`config.mk`:
```
export PLATFORM = sky130hd
export DESIGN_NAME = modbus_rtu_register_slave_core
export DESIGN_NICKNAME = d
export VERILOG_FILES = /design/src/rtl/mbrs_pkg.sv /design/src/rtl/mbrs_front.sv /design/src/rtl/mbrs_queue.sv /design/src/rtl/mbrs_back.sv /design/src/rtl/modbus_rtu_register_slave_core.sv
export SDC_FILE = /design/constraint.sdc
export NUM_CORES = 1
export LEC_CHECK = 0
export ABC_CLOCK_PERIOD_IN_PS = 8200
export BUFFER_PORTS_ARGS = -buffer_cell sky130_fd_sc_hd__buf_2
export CAP_MARGIN = 40
export CORE_ASPECT_RATIO = 0.8
export CORE_UTILIZATION = 63
export CTS_BUF_LIST = sky130_fd_sc_hd__clkbuf_8
export CTS_CLUSTER_DIAMETER = 60
export DETAILED_ROUTE_END_ITERATION = 12
export PLACE_DENSITY = 0.84
export REMOVE_ABC_BUFFERS = 1
export SKIP_CTS_REPAIR_TIMING = 1
export SLEW_MARGIN = 30
export SYNTH_ARGS = -nofsm -noshare
export SYNTH_HDL_FRONTEND = slang
export SYNTH_SLANG_ARGS = --single-unit
```
`constraint.sdc`:
```
create_clock -name clock -period 8.2 [get_ports clock]
set_clock_uncertainty 0.05 [all_clocks]
set_input_delay 1.23 -clock clock [delete_from_list [all_inputs] [get_ports clock]]
set_output_delay 1.23 -clock clock [all_outputs]
set_load 0.01 [all_outputs]
```
`src/rtl/mbrs_pkg.sv`:
```
// shared types, constants and the crc-16 fold for the modbus rtu register slave
// no dependencies
`default_nettype none
package mbrs_pkg;

   // modbus function codes served
   localparam logic [7:0] FUNC_READ_HOLD   = 8'h03;
   localparam logic [7:0] FUNC_WRITE_SINGLE = 8'h06;
   localparam logic [7:0] FUNC_WRITE_MULTI = 8'h10;

   localparam logic [15:0] CRC_INIT = 16'hFFFF;
   localparam logic [15:0] CRC_POLY = 16'hA001;
   localparam int          HDR_BYTES = 7;
   localparam logic [7:0]  WDATA_OFFSET = 8'd7;

   typedef enum logic [1:0] {
      KIND_READ   = 2'd0,
      KIND_SINGLE = 2'd1,
      KIND_MULTI  = 2'd2
   } kind_type;

   // one validated request handed from front to back
   typedef struct packed {
      kind_type   kind;
      logic [7:0] addr_hi;
      logic [7:0] addr_lo;
      logic [7:0] qty_hi;
      logic [7:0] qty_lo;
   } job_type;

   typedef enum logic [2:0] {
      ST_IDLE     = 3'd0,
      ST_WR_ISSUE = 3'd1,
      ST_WR_HI    = 3'd2,
      ST_WR_LO    = 3'd3,
      ST_HEAD     = 3'd4,
      ST_DATA     = 3'd5,
      ST_CRC_LO   = 3'd6,
      ST_CRC_HI   = 3'd7
   } back_state_type;

   // reflected crc-16, one byte
   function automatic logic [15:0] crc_fold(input logic [15:0] crc, input logic [7:0] b);
      logic [15:0] c;
      c = crc ^ {8'h00, b};
      for (int k = 0; k < 8; k++) begin
         if (c[0]) begin
            c = (c >> 1) ^ CRC_POLY;
         end else begin
            c = c >> 1;
         end
      end
      return c;
   endfunction

endpackage
`default_nettype wire

```
`src/rtl/mbrs_front.sv`:
```
// receive side: frame buffer, running crc, header capture and request check
// depends on mbrs_pkg
`default_nettype none
module mbrs_front #(
   parameter int FRAME_BYTES = 64,
   parameter int REG_COUNT   = 16,
   parameter int AW          = 6
) (
   input  wire logic                clock,
   input  wire logic                reset,
   input  wire logic                req_valid,
   output logic                     req_stall,
   input  wire logic [7:0]          req_rx_byte,
   input  wire logic                req_frame_end,
   input  wire logic [7:0]          slave_id,
   input  wire logic                queue_full,
   output logic                     push,
   output mbrs_pkg::job_type        push_job,
   input  wire logic                multi_done,
   input  wire logic [AW-1:0]       rd_addr,
   output logic [7:0]               rd_data
);
   localparam int LW = $clog2(FRAME_BYTES + 1);

   logic [7:0]    mem [FRAME_BYTES];
   logic [LW-1:0] length_ff, length_in;
   logic [15:0]   crc_ff, crc_in;
   logic          ovf_ff, ovf_in;
   logic          multi_pend_ff, multi_pend_in;
   logic [7:0]    hdr_ff [mbrs_pkg::HDR_BYTES];
   logic [7:0]    hdr_now [mbrs_pkg::HDR_BYTES];
   logic          accept, room, ovf_now;
   logic [LW-1:0] len_now;
   logic [15:0]   crc_now, addr_w, qty_w;
   logic [16:0]   span;
   logic [17:0]   multi_len;
   logic          span_ok, ok_read, ok_single, ok_multi, frame_ok;

   assign req_stall = queue_full | multi_pend_ff;
   assign accept    = req_valid & ~req_stall;
   assign room      = length_ff < LW'(FRAME_BYTES);

   // header bytes including the one arriving now
   always_comb begin
      for (int k = 0; k < mbrs_pkg::HDR_BYTES; k++) begin
         hdr_now[k] = (room && length_ff == LW'(k)) ? req_rx_byte : hdr_ff[k];
      end
   end

   assign len_now = room ? length_ff + LW'(1) : length_ff;
   assign ovf_now = ovf_ff | ~room;
   assign crc_now = mbrs_pkg::crc_fold(crc_ff, req_rx_byte);
   assign addr_w  = {hdr_now[2], hdr_now[3]};
   assign qty_w   = {hdr_now[4], hdr_now[5]};
   assign span    = {1'b0, addr_w} + {1'b0, qty_w};
   assign span_ok = (qty_w != 16'd0) && (span <= 17'(REG_COUNT));
   assign multi_len = 18'd9 + {1'b0, qty_w, 1'b0};

   // frame check at frame end
   always_comb begin
      frame_ok  = !ovf_now && (len_now >= LW'(4)) && (hdr_now[0] == slave_id)
                  && (crc_now == 16'd0);
      ok_read   = (hdr_now[1] == mbrs_pkg::FUNC_READ_HOLD) && (len_now == LW'(8)) && span_ok;
      ok_single = (hdr_now[1] == mbrs_pkg::FUNC_WRITE_SINGLE) && (len_now == LW'(8))
                  && (addr_w < 16'(REG_COUNT));
      ok_multi  = (hdr_now[1] == mbrs_pkg::FUNC_WRITE_MULTI) && span_ok
                  && (18'(len_now) == multi_len)
                  && ({10'd0, hdr_now[6]} == {1'b0, qty_w, 1'b0});
      push = accept && req_frame_end && frame_ok && (ok_read || ok_single || ok_multi);
      push_job.kind    = ok_multi ? mbrs_pkg::KIND_MULTI :
                         ok_single ? mbrs_pkg::KIND_SINGLE : mbrs_pkg::KIND_READ;
      push_job.addr_hi = hdr_now[2];
      push_job.addr_lo = hdr_now[3];
      push_job.qty_hi  = hdr_now[4];
      push_job.qty_lo  = hdr_now[5];
   end

   // receive state next values
   always_comb begin
      length_in     = length_ff;
      crc_in        = crc_ff;
      ovf_in        = ovf_ff;
      multi_pend_in = multi_pend_ff & ~multi_done;
      if (accept) begin
         if (req_frame_end) begin
            length_in = '0;
            crc_in    = mbrs_pkg::CRC_INIT;
            ovf_in    = 1'b0;
         end else begin
            length_in = len_now;
            crc_in    = crc_now;
            ovf_in    = ovf_now;
         end
      end
      if (push && push_job.kind == mbrs_pkg::KIND_MULTI) begin
         multi_pend_in = 1'b1;
      end
   end

   always_ff @(posedge clock) begin
      if (reset) begin
         length_ff     <= '0;
         crc_ff        <= mbrs_pkg::CRC_INIT;
         ovf_ff        <= 1'b0;
         multi_pend_ff <= 1'b0;
      end else begin
         length_ff     <= length_in;
         crc_ff        <= crc_in;
         ovf_ff        <= ovf_in;
         multi_pend_ff <= multi_pend_in;
      end
   end

   // header copy
   always_ff @(posedge clock) begin
      if (accept) begin
         for (int k = 0; k < mbrs_pkg::HDR_BYTES; k++) begin
            hdr_ff[k] <= hdr_now[k];
         end
      end
   end

   // frame buffer
   always_ff @(posedge clock) begin
      if (accept && room) begin
         mem[length_ff[AW-1:0]] <= req_rx_byte;
      end
      rd_data <= mem[rd_addr];
   end

endmodule
`default_nettype wire

```
`src/rtl/mbrs_queue.sv`:
```
// two-entry request queue between receive and reply sides
// depends on mbrs_pkg
`default_nettype none
module mbrs_queue (
   input  wire logic              clock,
   input  wire logic              reset,
   input  wire logic              push,
   input  wire mbrs_pkg::job_type push_job,
   output logic                   full,
   output logic                   valid,
   input  wire logic              pop,
   output mbrs_pkg::job_type      head
);
   mbrs_pkg::job_type slot_ff [2];
   logic       wptr_ff, rptr_ff;
   logic [1:0] count_ff;

   assign full  = count_ff == 2'd2;
   assign valid = count_ff != 2'd0;
   assign head  = slot_ff[rptr_ff];

   always_ff @(posedge clock) begin
      if (reset) begin
         wptr_ff  <= 1'b0;
         rptr_ff  <= 1'b0;
         count_ff <= 2'd0;
      end else begin
         if (push) begin
            wptr_ff <= ~wptr_ff;
         end
         if (pop) begin
            rptr_ff <= ~rptr_ff;
         end
         count_ff <= count_ff + {1'b0, push} - {1'b0, pop};
      end
   end

   always_ff @(posedge clock) begin
      if (push) begin
         slot_ff[wptr_ff] <= push_job;
      end
   end

endmodule
`default_nettype wire

```
`src/rtl/mbrs_back.sv`:
```
// reply side: holding registers, write sequencing and reply byte stream with crc
// depends on mbrs_pkg
`default_nettype none
module mbrs_back #(
   parameter int REG_COUNT = 16,
   parameter int AW        = 6
) (
   input  wire logic              clock,
   input  wire logic              reset,
   input  wire logic [7:0]        slave_id,
   input  wire logic              job_valid,
   input  wire mbrs_pkg::job_type job,
   output logic                   pop,
   output logic                   multi_done,
   output logic [AW-1:0]          rd_addr,
   input  wire logic [7:0]        rd_data,
   output logic                   rsp_valid,
   input  wire logic              rsp_stall,
   output logic [7:0]             rsp_tx_byte,
   output logic                   rsp_tx_last
);
   localparam int IW = (REG_COUNT > 1) ? $clog2(REG_COUNT) : 1;

   mbrs_pkg::back_state_type state_ff, state_in;
   mbrs_pkg::job_type        job_ff, job_in;
   logic [15:0]   regs_ff [REG_COUNT];
   logic [5:0]    cnt_ff, cnt_in;
   logic [15:0]   crc_ff, crc_in;
   logic [IW-1:0] rptr_ff, rptr_in, wptr_ff, wptr_in;
   logic [4:0]    wcnt_ff, wcnt_in;
   logic [7:0]    hi_ff, hi_in;
   logic          rsp_valid_ff, rsp_valid_in, out_free, load;
   logic [7:0]    byte_val;
   logic          last_val;
   logic          reg_we;
   logic [IW-1:0] reg_waddr;
   logic [15:0]   reg_wdata, rd_word;
   logic [4:0]    qty;
   logic [5:0]    data_last;
   logic [7:0]    func;

   assign out_free  = ~rsp_valid_ff | ~rsp_stall;
   assign qty       = job_ff.qty_lo[4:0];
   assign data_last = {qty, 1'b0} - 6'd1;
   assign rd_word   = regs_ff[rptr_ff];
   assign rd_addr   = AW'(mbrs_pkg::WDATA_OFFSET) + AW'({wcnt_ff, 1'b0})
                      + AW'(state_ff == mbrs_pkg::ST_WR_HI);

   always_comb begin
      case (job_ff.kind)
         mbrs_pkg::KIND_SINGLE: func = mbrs_pkg::FUNC_WRITE_SINGLE;
         mbrs_pkg::KIND_MULTI:  func = mbrs_pkg::FUNC_WRITE_MULTI;
         default:               func = mbrs_pkg::FUNC_READ_HOLD;
      endcase
   end

   // sequencer
   always_comb begin
      state_in   = state_ff;
      job_in     = job_ff;
      cnt_in     = cnt_ff;
      crc_in     = crc_ff;
      rptr_in    = rptr_ff;
      wptr_in    = wptr_ff;
      wcnt_in    = wcnt_ff;
      hi_in      = hi_ff;
      pop        = 1'b0;
      multi_done = 1'b0;
      reg_we     = 1'b0;
      reg_waddr  = wptr_ff;
      reg_wdata  = {hi_ff, rd_data};
      load       = 1'b0;
      byte_val   = 8'd0;
      last_val   = 1'b0;
      case (state_ff)
         mbrs_pkg::ST_IDLE: begin
            if (job_valid) begin
               pop     = 1'b1;
               job_in  = job;
               cnt_in  = '0;
               crc_in  = mbrs_pkg::CRC_INIT;
               rptr_in = job.addr_lo[IW-1:0];
               wptr_in = job.addr_lo[IW-1:0];
               wcnt_in = '0;
               case (job.kind)
                  mbrs_pkg::KIND_MULTI: state_in = mbrs_pkg::ST_WR_ISSUE;
                  mbrs_pkg::KIND_SINGLE: begin
                     reg_we    = 1'b1;
                     reg_waddr = job.addr_lo[IW-1:0];
                     reg_wdata = {job.qty_hi, job.qty_lo};
                     state_in  = mbrs_pkg::ST_HEAD;
                  end
                  default: state_in = mbrs_pkg::ST_HEAD;
               endcase
            end
         end
         mbrs_pkg::ST_WR_ISSUE: state_in = mbrs_pkg::ST_WR_HI;
         mbrs_pkg::ST_WR_HI: begin
            hi_in    = rd_data;
            state_in = mbrs_pkg::ST_WR_LO;
         end
         mbrs_pkg::ST_WR_LO: begin
            reg_we  = 1'b1;
            wptr_in = wptr_ff + IW'(1);
            wcnt_in = wcnt_ff + 5'd1;
            if (wcnt_ff + 5'd1 == qty) begin
               multi_done = 1'b1;
               state_in   = mbrs_pkg::ST_HEAD;
            end else begin
               state_in = mbrs_pkg::ST_WR_ISSUE;
            end
         end
         mbrs_pkg::ST_HEAD: begin
            case (cnt_ff)
               6'd0: byte_val = slave_id;
               6'd1: byte_val = func;
               6'd2: byte_val = (job_ff.kind == mbrs_pkg::KIND_READ) ?
                                {job_ff.qty_lo[6:0], 1'b0} : job_ff.addr_hi;
               6'd3: byte_val = job_ff.addr_lo;
               6'd4: byte_val = job_ff.qty_hi;
               default: byte_val = job_ff.qty_lo;
            endcase
            if (out_free) begin
               load   = 1'b1;
               crc_in = mbrs_pkg::crc_fold(crc_ff, byte_val);
               cnt_in = cnt_ff + 6'd1;
               if (job_ff.kind == mbrs_pkg::KIND_READ && cnt_ff == 6'd2) begin
                  cnt_in   = '0;
                  state_in = mbrs_pkg::ST_DATA;
               end else if (cnt_ff == 6'd5) begin
                  state_in = mbrs_pkg::ST_CRC_LO;
               end
            end
         end
         mbrs_pkg::ST_DATA: begin
            byte_val = cnt_ff[0] ? rd_word[7:0] : rd_word[15:8];
            if (out_free) begin
               load   = 1'b1;
               crc_in = mbrs_pkg::crc_fold(crc_ff, byte_val);
               cnt_in = cnt_ff + 6'd1;
               if (cnt_ff[0]) begin
                  rptr_in = rptr_ff + IW'(1);
               end
               if (cnt_ff == data_last) begin
                  state_in = mbrs_pkg::ST_CRC_LO;
               end
            end
         end
         mbrs_pkg::ST_CRC_LO: begin
            byte_val = crc_ff[7:0];
            if (out_free) begin
               load     = 1'b1;
               state_in = mbrs_pkg::ST_CRC_HI;
            end
         end
         mbrs_pkg::ST_CRC_HI: begin
            byte_val = crc_ff[15:8];
            last_val = 1'b1;
            if (out_free) begin
               load     = 1'b1;
               state_in = mbrs_pkg::ST_IDLE;
            end
         end
         default: state_in = mbrs_pkg::ST_IDLE;
      endcase
   end

   assign rsp_valid_in = load | (rsp_valid_ff & rsp_stall);

   always_ff @(posedge clock) begin
      if (reset) begin
         state_ff     <= mbrs_pkg::ST_IDLE;
         rsp_valid_ff <= 1'b0;
      end else begin
         state_ff     <= state_in;
         rsp_valid_ff <= rsp_valid_in;
      end
   end

   always_ff @(posedge clock) begin
      job_ff  <= job_in;
      cnt_ff  <= cnt_in;
      crc_ff  <= crc_in;
      rptr_ff <= rptr_in;
      wptr_ff <= wptr_in;
      wcnt_ff <= wcnt_in;
      hi_ff   <= hi_in;
      if (load) begin
         rsp_tx_byte <= byte_val;
         rsp_tx_last <= last_val;
      end
   end

   // holding registers
   always_ff @(posedge clock) begin
      if (reset) begin
         for (int k = 0; k < REG_COUNT; k++) begin
            regs_ff[k] <= 16'd0;
         end
      end else if (reg_we) begin
         regs_ff[reg_waddr] <= reg_wdata;
      end
   end

   assign rsp_valid = rsp_valid_ff;

endmodule
`default_nettype wire

```
`src/rtl/modbus_rtu_register_slave_core.sv`:
```
// Modbus RTU slave serving a store of 16-bit holding registers.
// Request channel (req_): one received line byte per request, req_frame_end
// set on the byte after which the line went idle. Response channel (rsp_):
// reply bytes in send order, rsp_tx_last set on the final crc byte.
// csr_ writes the own slave address (reset 1); csr_ready is always high.
// Unless stalled, mid-frame bytes are taken one per cycle into the frame
// buffer while the crc is folded in. The frame-end byte is checked in the
// same cycle and, if it asks for a served function, queued for the reply
// sequencer. The sequencer emits one reply byte per cycle while rsp is not
// stalled: up to 37 bytes for a read, 8 for either write. Write multiple
// first steps through ST_WR_ISSUE, ST_WR_HI and ST_WR_LO for each
// register, reading data words out of the frame buffer, and the request
// side stalls until those reads are done. Up to two checked frames can
// wait in the queue; the request side stalls when full.
// Reset clears the receive state, the queue and all holding registers.
// A stalled response byte holds until taken.
`default_nettype none
module modbus_rtu_register_slave_core #(
   parameter int REG_COUNT   = 16,
   parameter int FRAME_BYTES = 64
) (
   input  wire logic       clock,
   input  wire logic       reset,
   input  wire logic       req_valid,
   output logic            req_stall,
   input  wire logic [7:0] req_rx_byte,
   input  wire logic       req_frame_end,
   output logic            rsp_valid,
   input  wire logic       rsp_stall,
   output logic [7:0]      rsp_tx_byte,
   output logic            rsp_tx_last,
   input  wire logic       csr_valid,
   output logic            csr_ready,
   input  wire logic [7:0] csr_slave_id
);
   localparam int AW = $clog2(FRAME_BYTES);

   logic              [7:0] slave_id_ff;
   logic              q_full, q_valid, push, pop, multi_done;
   mbrs_pkg::job_type push_job, head_job;
   logic [AW-1:0]     rd_addr;
   logic [7:0]        rd_data;

   assign csr_ready = 1'b1;

   // slave address register
   always_ff @(posedge clock) begin
      if (reset) begin
         slave_id_ff <= 8'd1;
      end else if (csr_valid) begin
         slave_id_ff <= csr_slave_id;
      end
   end

   mbrs_front #(.FRAME_BYTES(FRAME_BYTES), .REG_COUNT(REG_COUNT), .AW(AW)) u_front (
      .clock, .reset, .req_valid, .req_stall, .req_rx_byte, .req_frame_end,
      .slave_id(slave_id_ff), .queue_full(q_full), .push, .push_job,
      .multi_done, .rd_addr, .rd_data
   );

   mbrs_queue u_queue (
      .clock, .reset, .push, .push_job, .full(q_full), .valid(q_valid),
      .pop, .head(head_job)
   );

   mbrs_back #(.REG_COUNT(REG_COUNT), .AW(AW)) u_back (
      .clock, .reset, .slave_id(slave_id_ff), .job_valid(q_valid), .job(head_job),
      .pop, .multi_done, .rd_addr, .rd_data, .rsp_valid, .rsp_stall,
      .rsp_tx_byte, .rsp_tx_last
   );

endmodule
`default_nettype wire

```
## Word level (Yosys, flattened, before mapping)

Memories as Yosys holds them, arrays and structs flattened. A register that Yosys moved wholly into a read port is not among the register bits.
Cells that the tools add are included.

| operators by class | value |
|---|---|
| add/subtract/negate cells | 12 |
| $lt $le $gt $ge | 4 |
| equality and inequality tests | 41 |
| mux-type cells | 132 |
| bitwise gates (word level) | 41 |
| reduce and logical (&&, ||, !) cells | 44 |

Operators by type and width:

| kind | count |
|---|---|
| $mux W16 | 60 |
| $mux W8 | 10 |
| $not A2 Y3 | 24 |
| $pmux W16 S3 | 1 |
| $xor A16 B8 Y16 | 3 |
| $pmux W8 S5 | 1 |
| $mux W4 | 8 |
| $pmux W8 S4 | 1 |
| $mux W3 | 10 |
| $mux W1 | 26 |
| $logic_and A1 B1 Y1 | 24 |
| $mux W6 | 4 |
| $pmux W3 S8 | 1 |
| $eq A7 B3 Y1 const B | 3 |
| $pmux W5 S2 | 2 |
| $add A4 B17 Y18 const A | 1 |
| $eq A7 B18 Y1 | 1 |
| $pmux W6 S3 | 1 |
| $add A16 B16 Y17 | 1 |
| $eq A8 B17 Y1 | 1 |
| $le A17 B5 Y1 const B | 1 |
| $logic_not A16 Y1 | 1 |
| $lt A16 B5 Y1 const B | 1 |
| $pmux W4 S2 | 2 |
| 52 further kinds | 86 |

| storage, ports and cells | value |
|---|---|
| bits in registers | 127 |
| RAM bits | 892 |
| input port bits | 22 |
| memories kept | 4 |

Memory list:

| name | depth | width | read ports | clocked after memory_dff | write ports | line | text |
|---|---|---|---|---|---|---|---|
| u_front.mem | 64 | 8 | 1 | 1 | 1 | mbrs_front.sv:25 | `logic [7:0] mem [FRAME_BYTES];` |
| u_back.regs_ff | 16 | 16 | 1 | 1 | 16 | mbrs_back.sv:26 | `logic [15:0] regs_ff [REG_COUNT];` |
| u_queue.slot_ff | 2 | 34 | 1 | 1 | 1 | mbrs_queue.sv:14 | `mbrs_pkg::job_type slot_ff [2];` |
| u_front.hdr_ff | 7 | 8 | 7 | 0 | 7 | mbrs_front.sv:30 | `logic [7:0] hdr_ff [mbrs_pkg::HDR_BYTES];` |

## Depth between registers and ports, before layout

| depth | value |
|---|---|
| depth after elaboration | 37 |
| gate-level depth with buffers | 21 |
| mapped depth without buffers | 20 |

## By module

From an unflattened synthesis, not the netlist that was laid out.

| second synthesis, totals | value |
|---|---|
| cell total of the unflattened synthesis | 2,816 |
| area total of the unflattened synthesis | 45,292.2 µm² |

By module, submodules not included:

| module | instances | cells an instance | area each (µm²) | sequential area each (µm²) |
|---|---|---|---|---|
| mbrs_front | 1 | 1,419 | 25,577.0 | 17,717.0 |
| mbrs_back | 1 | 1,242 | 16,585.9 | 10,430.0 |
| mbrs_queue | 1 | 127 | 2,827.7 | 2,142.1 |
| modbus_rtu_register_slave_core | 1 | 28 | 301.5 | 160.2 |

## Least setup slack after synthesis

OpenSTA, ideal clock, no wires.

| timing path | value |
|---|---|
| path type | reg2reg |
| from | reg u_front.length_ff[1] |
| to | mem u_queue.slot_ff[1][0] (netlist name), enable pin |
| library setup time | 0.475 ns |
| arrival | 7.019 ns |
| setup slack | 0.657 ns |
| cell stages (with the launch flop) | 20 |
| path buffers | 2 |
| clock period less this slack | 7.543 ns |
| cell sequence | dfxtp_1 > clkbuf_1 > inv_1 > ha_1 > or4b_1 > clkbuf_1 > nor2_2 > mux2i_1 > inv_1 > ha_1 > nor2b_1 > o21a_1 > o21ai_0 > a2bb2oi_1 > o2111ai_1 > a21oi_1 > or4_1 > a2111oi_2 > a31oi_1 > nor3b_1 |

RTL lines:

| what | line | text |
|---|---|---|
| from (decl) | mbrs_front.sv:26 | `logic [LW-1:0] length_ff, length_in;` |
| from (signal assigned) | mbrs_front.sv:107 | `length_ff <= length_in;` |
| to (decl) | mbrs_queue.sv:14 |  |

==> results.txt <==
FP Rows = 86
Non-filler cells, final = 3903
Leak = 0.01666 uW
Layout cells sized above 1 = 21.99%
Avg Inst Size Synth = 16.26 sq um
Worst R2R End = u_queue.slot_ff[0][0]$_DFFE_PP_
Antenna violations before repair = 3
Post-Synthesis Cells = 2743
Hold EP = u_back.hi_ff[2]$_DFFE_PP_
Area post-placement = 45930 sq um
Gpl congestion = 0.9456
Largest net degree at the start of global routing = 75
Post-DRT Antenna Nets = 0
Synth cell types = 82
Placed insts = 3606
Max Root-Sink Buffers = 3
Core area = 69400 sq um
Die area = 71870 sq um
WL per Instance = 27.57 um
VDD IR-drop max = 0.2368 mV
Vias in the first global route = 25622
Seq/Total Area, Yosys = 68.28%
WP data arrival = 7220 ps
Worst R2R Setup Slack = 1390 ps
Crit path capture type = register
Insertion delay to the later sink of the worst-skew pair = 840 ps
Max-slew headroom = 37.99%
First-pass GRT wire length = 158200 um
Clock sink count = 1032
Mapped Area = 44600 sq um
Slew at the pin closest to its max-slew limit = 904.3 ps
TritonCTS clock tree = done
Die Span X = 299.5 um
Synth-to-layout area growth = 9.957%
Clock root buffer master = clkbuf_8
Total track usage = 30.36%
I/O pin cnt = 34
Die height = 240.0 um
Warning count from the yosys run = 0
Worst Hold Path Cells = 0
IO buf count = 32
Reg-to-Reg Start = u_front.length_ff[0]$_SDFFE_PP0P_
Wirelength, routed = 107600 um
Post-synth EDFFs = 978
Hold Path Class = reg2reg
Drt drc = 0
PwrDens = 315.7 nW/um^2
Most used DFF post-synth = edfxtp_1
CP max FO = 24
Nets@finish = 2918
R2R depth = 18
Slew Limit Fails = 0
Initial Util = 64.26%
GRT Residual Overflow = 0
Startpoint Class = register
Yosys reg bits = 1032
Critical path type = reg2reg
Outcome = finished, final reports clean
Hold_sp = u_front.rd_data[2]$_DFF_P_
CTS buffer count = 152
RSZ-0062 raised after global routing = false
Fill cells = 4194
Crit path required time = 8620 ps
Final count of hold timing violations = 0
Final setup viols = 0
Initial DRC Count = 3491
Via count = 25694
Vias per cell = 6.583
Dpl hpwl = 70450 um
Final instance area = 49040 sq um
Clock slew at reported path FFs = 60 ps
Ys async rst share = 0%
1st-pass router iterations = 6
Max-cap violations = 0
Tmin final = 6809 ps
Final Cycle Share = 83.04%
CTS H-tree depth = 4
Max Freq = 146.9 MHz
-- cell usage after synthesis (29+ instances only) --
| cell type | n | area, sq um |
|---|---|---|
| mux2_2 | 66 | 743.2 |
| nor3_1 | 29 | 145.1 |
| nand3_1 | 49 | 245.2 |
| xor2_1 | 39 | 341.6 |
| xnor2_1 | 69 | 604.3 |
| inv_1 | 65 | 244.0 |
| a21oi_1 | 43 | 215.2 |
| mux2i_1 | 76 | 760.7 |
| nand2b_1 | 29 | 181.4 |
| clkbuf_1 | 135 | 506.7 |
| edfxtp_1 | 978 | 29370 |
| ha_1 | 36 | 450.4 |
| dfxtp_1 | 54 | 1081 |
| o21ai_0 | 39 | 195.2 |
| nor2_1 | 401 | 1505 |
| mux4_2 | 240 | 5405 |
| nand2_1 | 115 | 431.7 |
-- metal layers --
metal	GRT usage (%)	vias to the layer above	wire, um	part of all wire (%)
li1	-	10855	-	-
met1	41.98	12803	40400	38
met2	45.50	1753	49610	46
met3	9.641	279	13890	13
met4	11.73	4	3603	3.3
met5	1.088	-	125	0.12
-- area by class of cell --
class	count	area, sq um	share of cell area [%]
Timing Repair Buffer	121	964.7	1.967
Clock inverter	113	679.4	1.385
Tap cell	924	1156	2.358
Sequential cell	1032	30460	62.11
Inverter	67	259.0	0.5282
Multi-Input combinational cell	1485	13320	27.16
Clock buffer	160	2202	4.491
Antenna cell	1	2.502	0.005103
-- worst max path at each step --
stage                                                  from  slack, ps                               end
final                     u_front.length_ff[0]$_SDFFE_PP0P_       1390   u_queue.slot_ff[0][0]$_DFFE_PP_
after global routing      u_front.length_ff[2]$_SDFFE_PP0P_        880   u_queue.slot_ff[0][6]$_DFFE_PP_
after CTS                 u_front.length_ff[0]$_SDFFE_PP0P_       1540   u_queue.slot_ff[0][6]$_DFFE_PP_
after detailed placement  u_front.length_ff[0]$_SDFFE_PP0P_       1580   u_queue.slot_ff[0][6]$_DFFE_PP_
after global placement    u_front.length_ff[0]$_SDFFE_PP0P_       1730  u_queue.slot_ff[0][18]$_DFFE_PP_
after floorplan             u_back.state_ff[0]$_SDFFE_PP0P_       -640        u_front.rd_data[0]$_DFF_P_
-- cell usage in the layout (no fill, tap or decap), types with 10 or more instances in the layout --
cell and instances:
a21oi_1 42, a22oi_1 19, and2_1 12, and3_1 17, buf_2 34, buf_4 53
buf_6 15, clkbuf_8 160, clkinv_1 32, clkinv_2 16, dfxtp_1 52, edfxtp_1 978
ha_1 35, inv_1 112, mux2_2 66, mux2i_1 76, mux4_2 240, nand2_1 115
nand2b_1 29, nand3_1 49, nor2_1 399, nor2b_1 15, nor3_1 28, nor4_1 12
o211ai_1 21, o21ai_0 39, or3_1 10, xnor2_1 67, xor2_1 39
-- logic make-up after synthesis --
family | Yosys count | share of synthesized area [%]
XOR/XNOR | 114 | 2.424
multiplexers | 382 | 15.49
adder cells (fa/ha/maj) | 38 | 1.080
AO/OA/AOI/OAI | 205 | 3.170
AND/OR/NAND/NOR | 745 | 7.583
flip-flops | 1032 | 68.28
buffers and inverters | 226 | 1.967
other | 1 | 0.008408
-- registers in the layout, indices dropped and copies added, names as in the netlist, 2 cells and up, named ones only --
name and flops:
u_back.rptr_ff 4, u_queue.count_ff 2, u_back.job_ff 34, u_back.crc_ff 16, u_back.hi_ff 8, u_back.rsp_tx_byte 8, u_queue.slot_ff 68, u_back.wptr_ff 4
u_back.cnt_ff 6, u_front.mem 512, u_front.length_ff 7, slave_id_ff 8, u_front.hdr_ff 56, u_front.crc_ff 16, u_back.wcnt_ff 5, u_back.state_ff 3
u_front.rd_data 8, u_back.regs_ff 256
-- report_power, final --
group	total (uW)	switching (uW)	internal [uW]	leakage, uW
clock network	3990	1980	2010	0.00165
registers	6500	308	6190	0.00961
logic	5000	2780	2210	0.00539
-- through the flow --
| stage | TNS (ps) | setup WS [ps] | utilization [%] | hold WS, ps | total power, uW |
|---|---|---|---|---|---|
| floorplan | -5105 | -638.1 | - | 357.6 | 10160 |
| global placement | 0 | 1730 | 65.82 | 367.1 | 11260 |
| detailed placement | 0 | 1583 | 66.18 | 373.7 | 11450 |
| CTS | 0 | 1535 | 70.33 | 386.9 | 15420 |
| global route | 0 | 881.5 | 70.66 | 398.3 | 16010 |
| finish | 0 | 1391 | 70.66 | 385.3 | 15480 |
-- worst max-delay path: stages (launching register included) --
cell and delay, ps:
dfxtp_1 530, ha_1 260, or4b_1 570, nor2_2 460, mux2i_1 290, inv_1 180, ha_1 370, nor2b_1 140
o21a_1 170, o21ai_0 430, a2bb2oi_1 180, o2111ai_1 250, a21oi_1 110, or4_1 500, a2111oi_2 480, a31oi_1 280
or3_1 400, inv_1 350, buf_4 410
(Power assumes the default switching activity.)
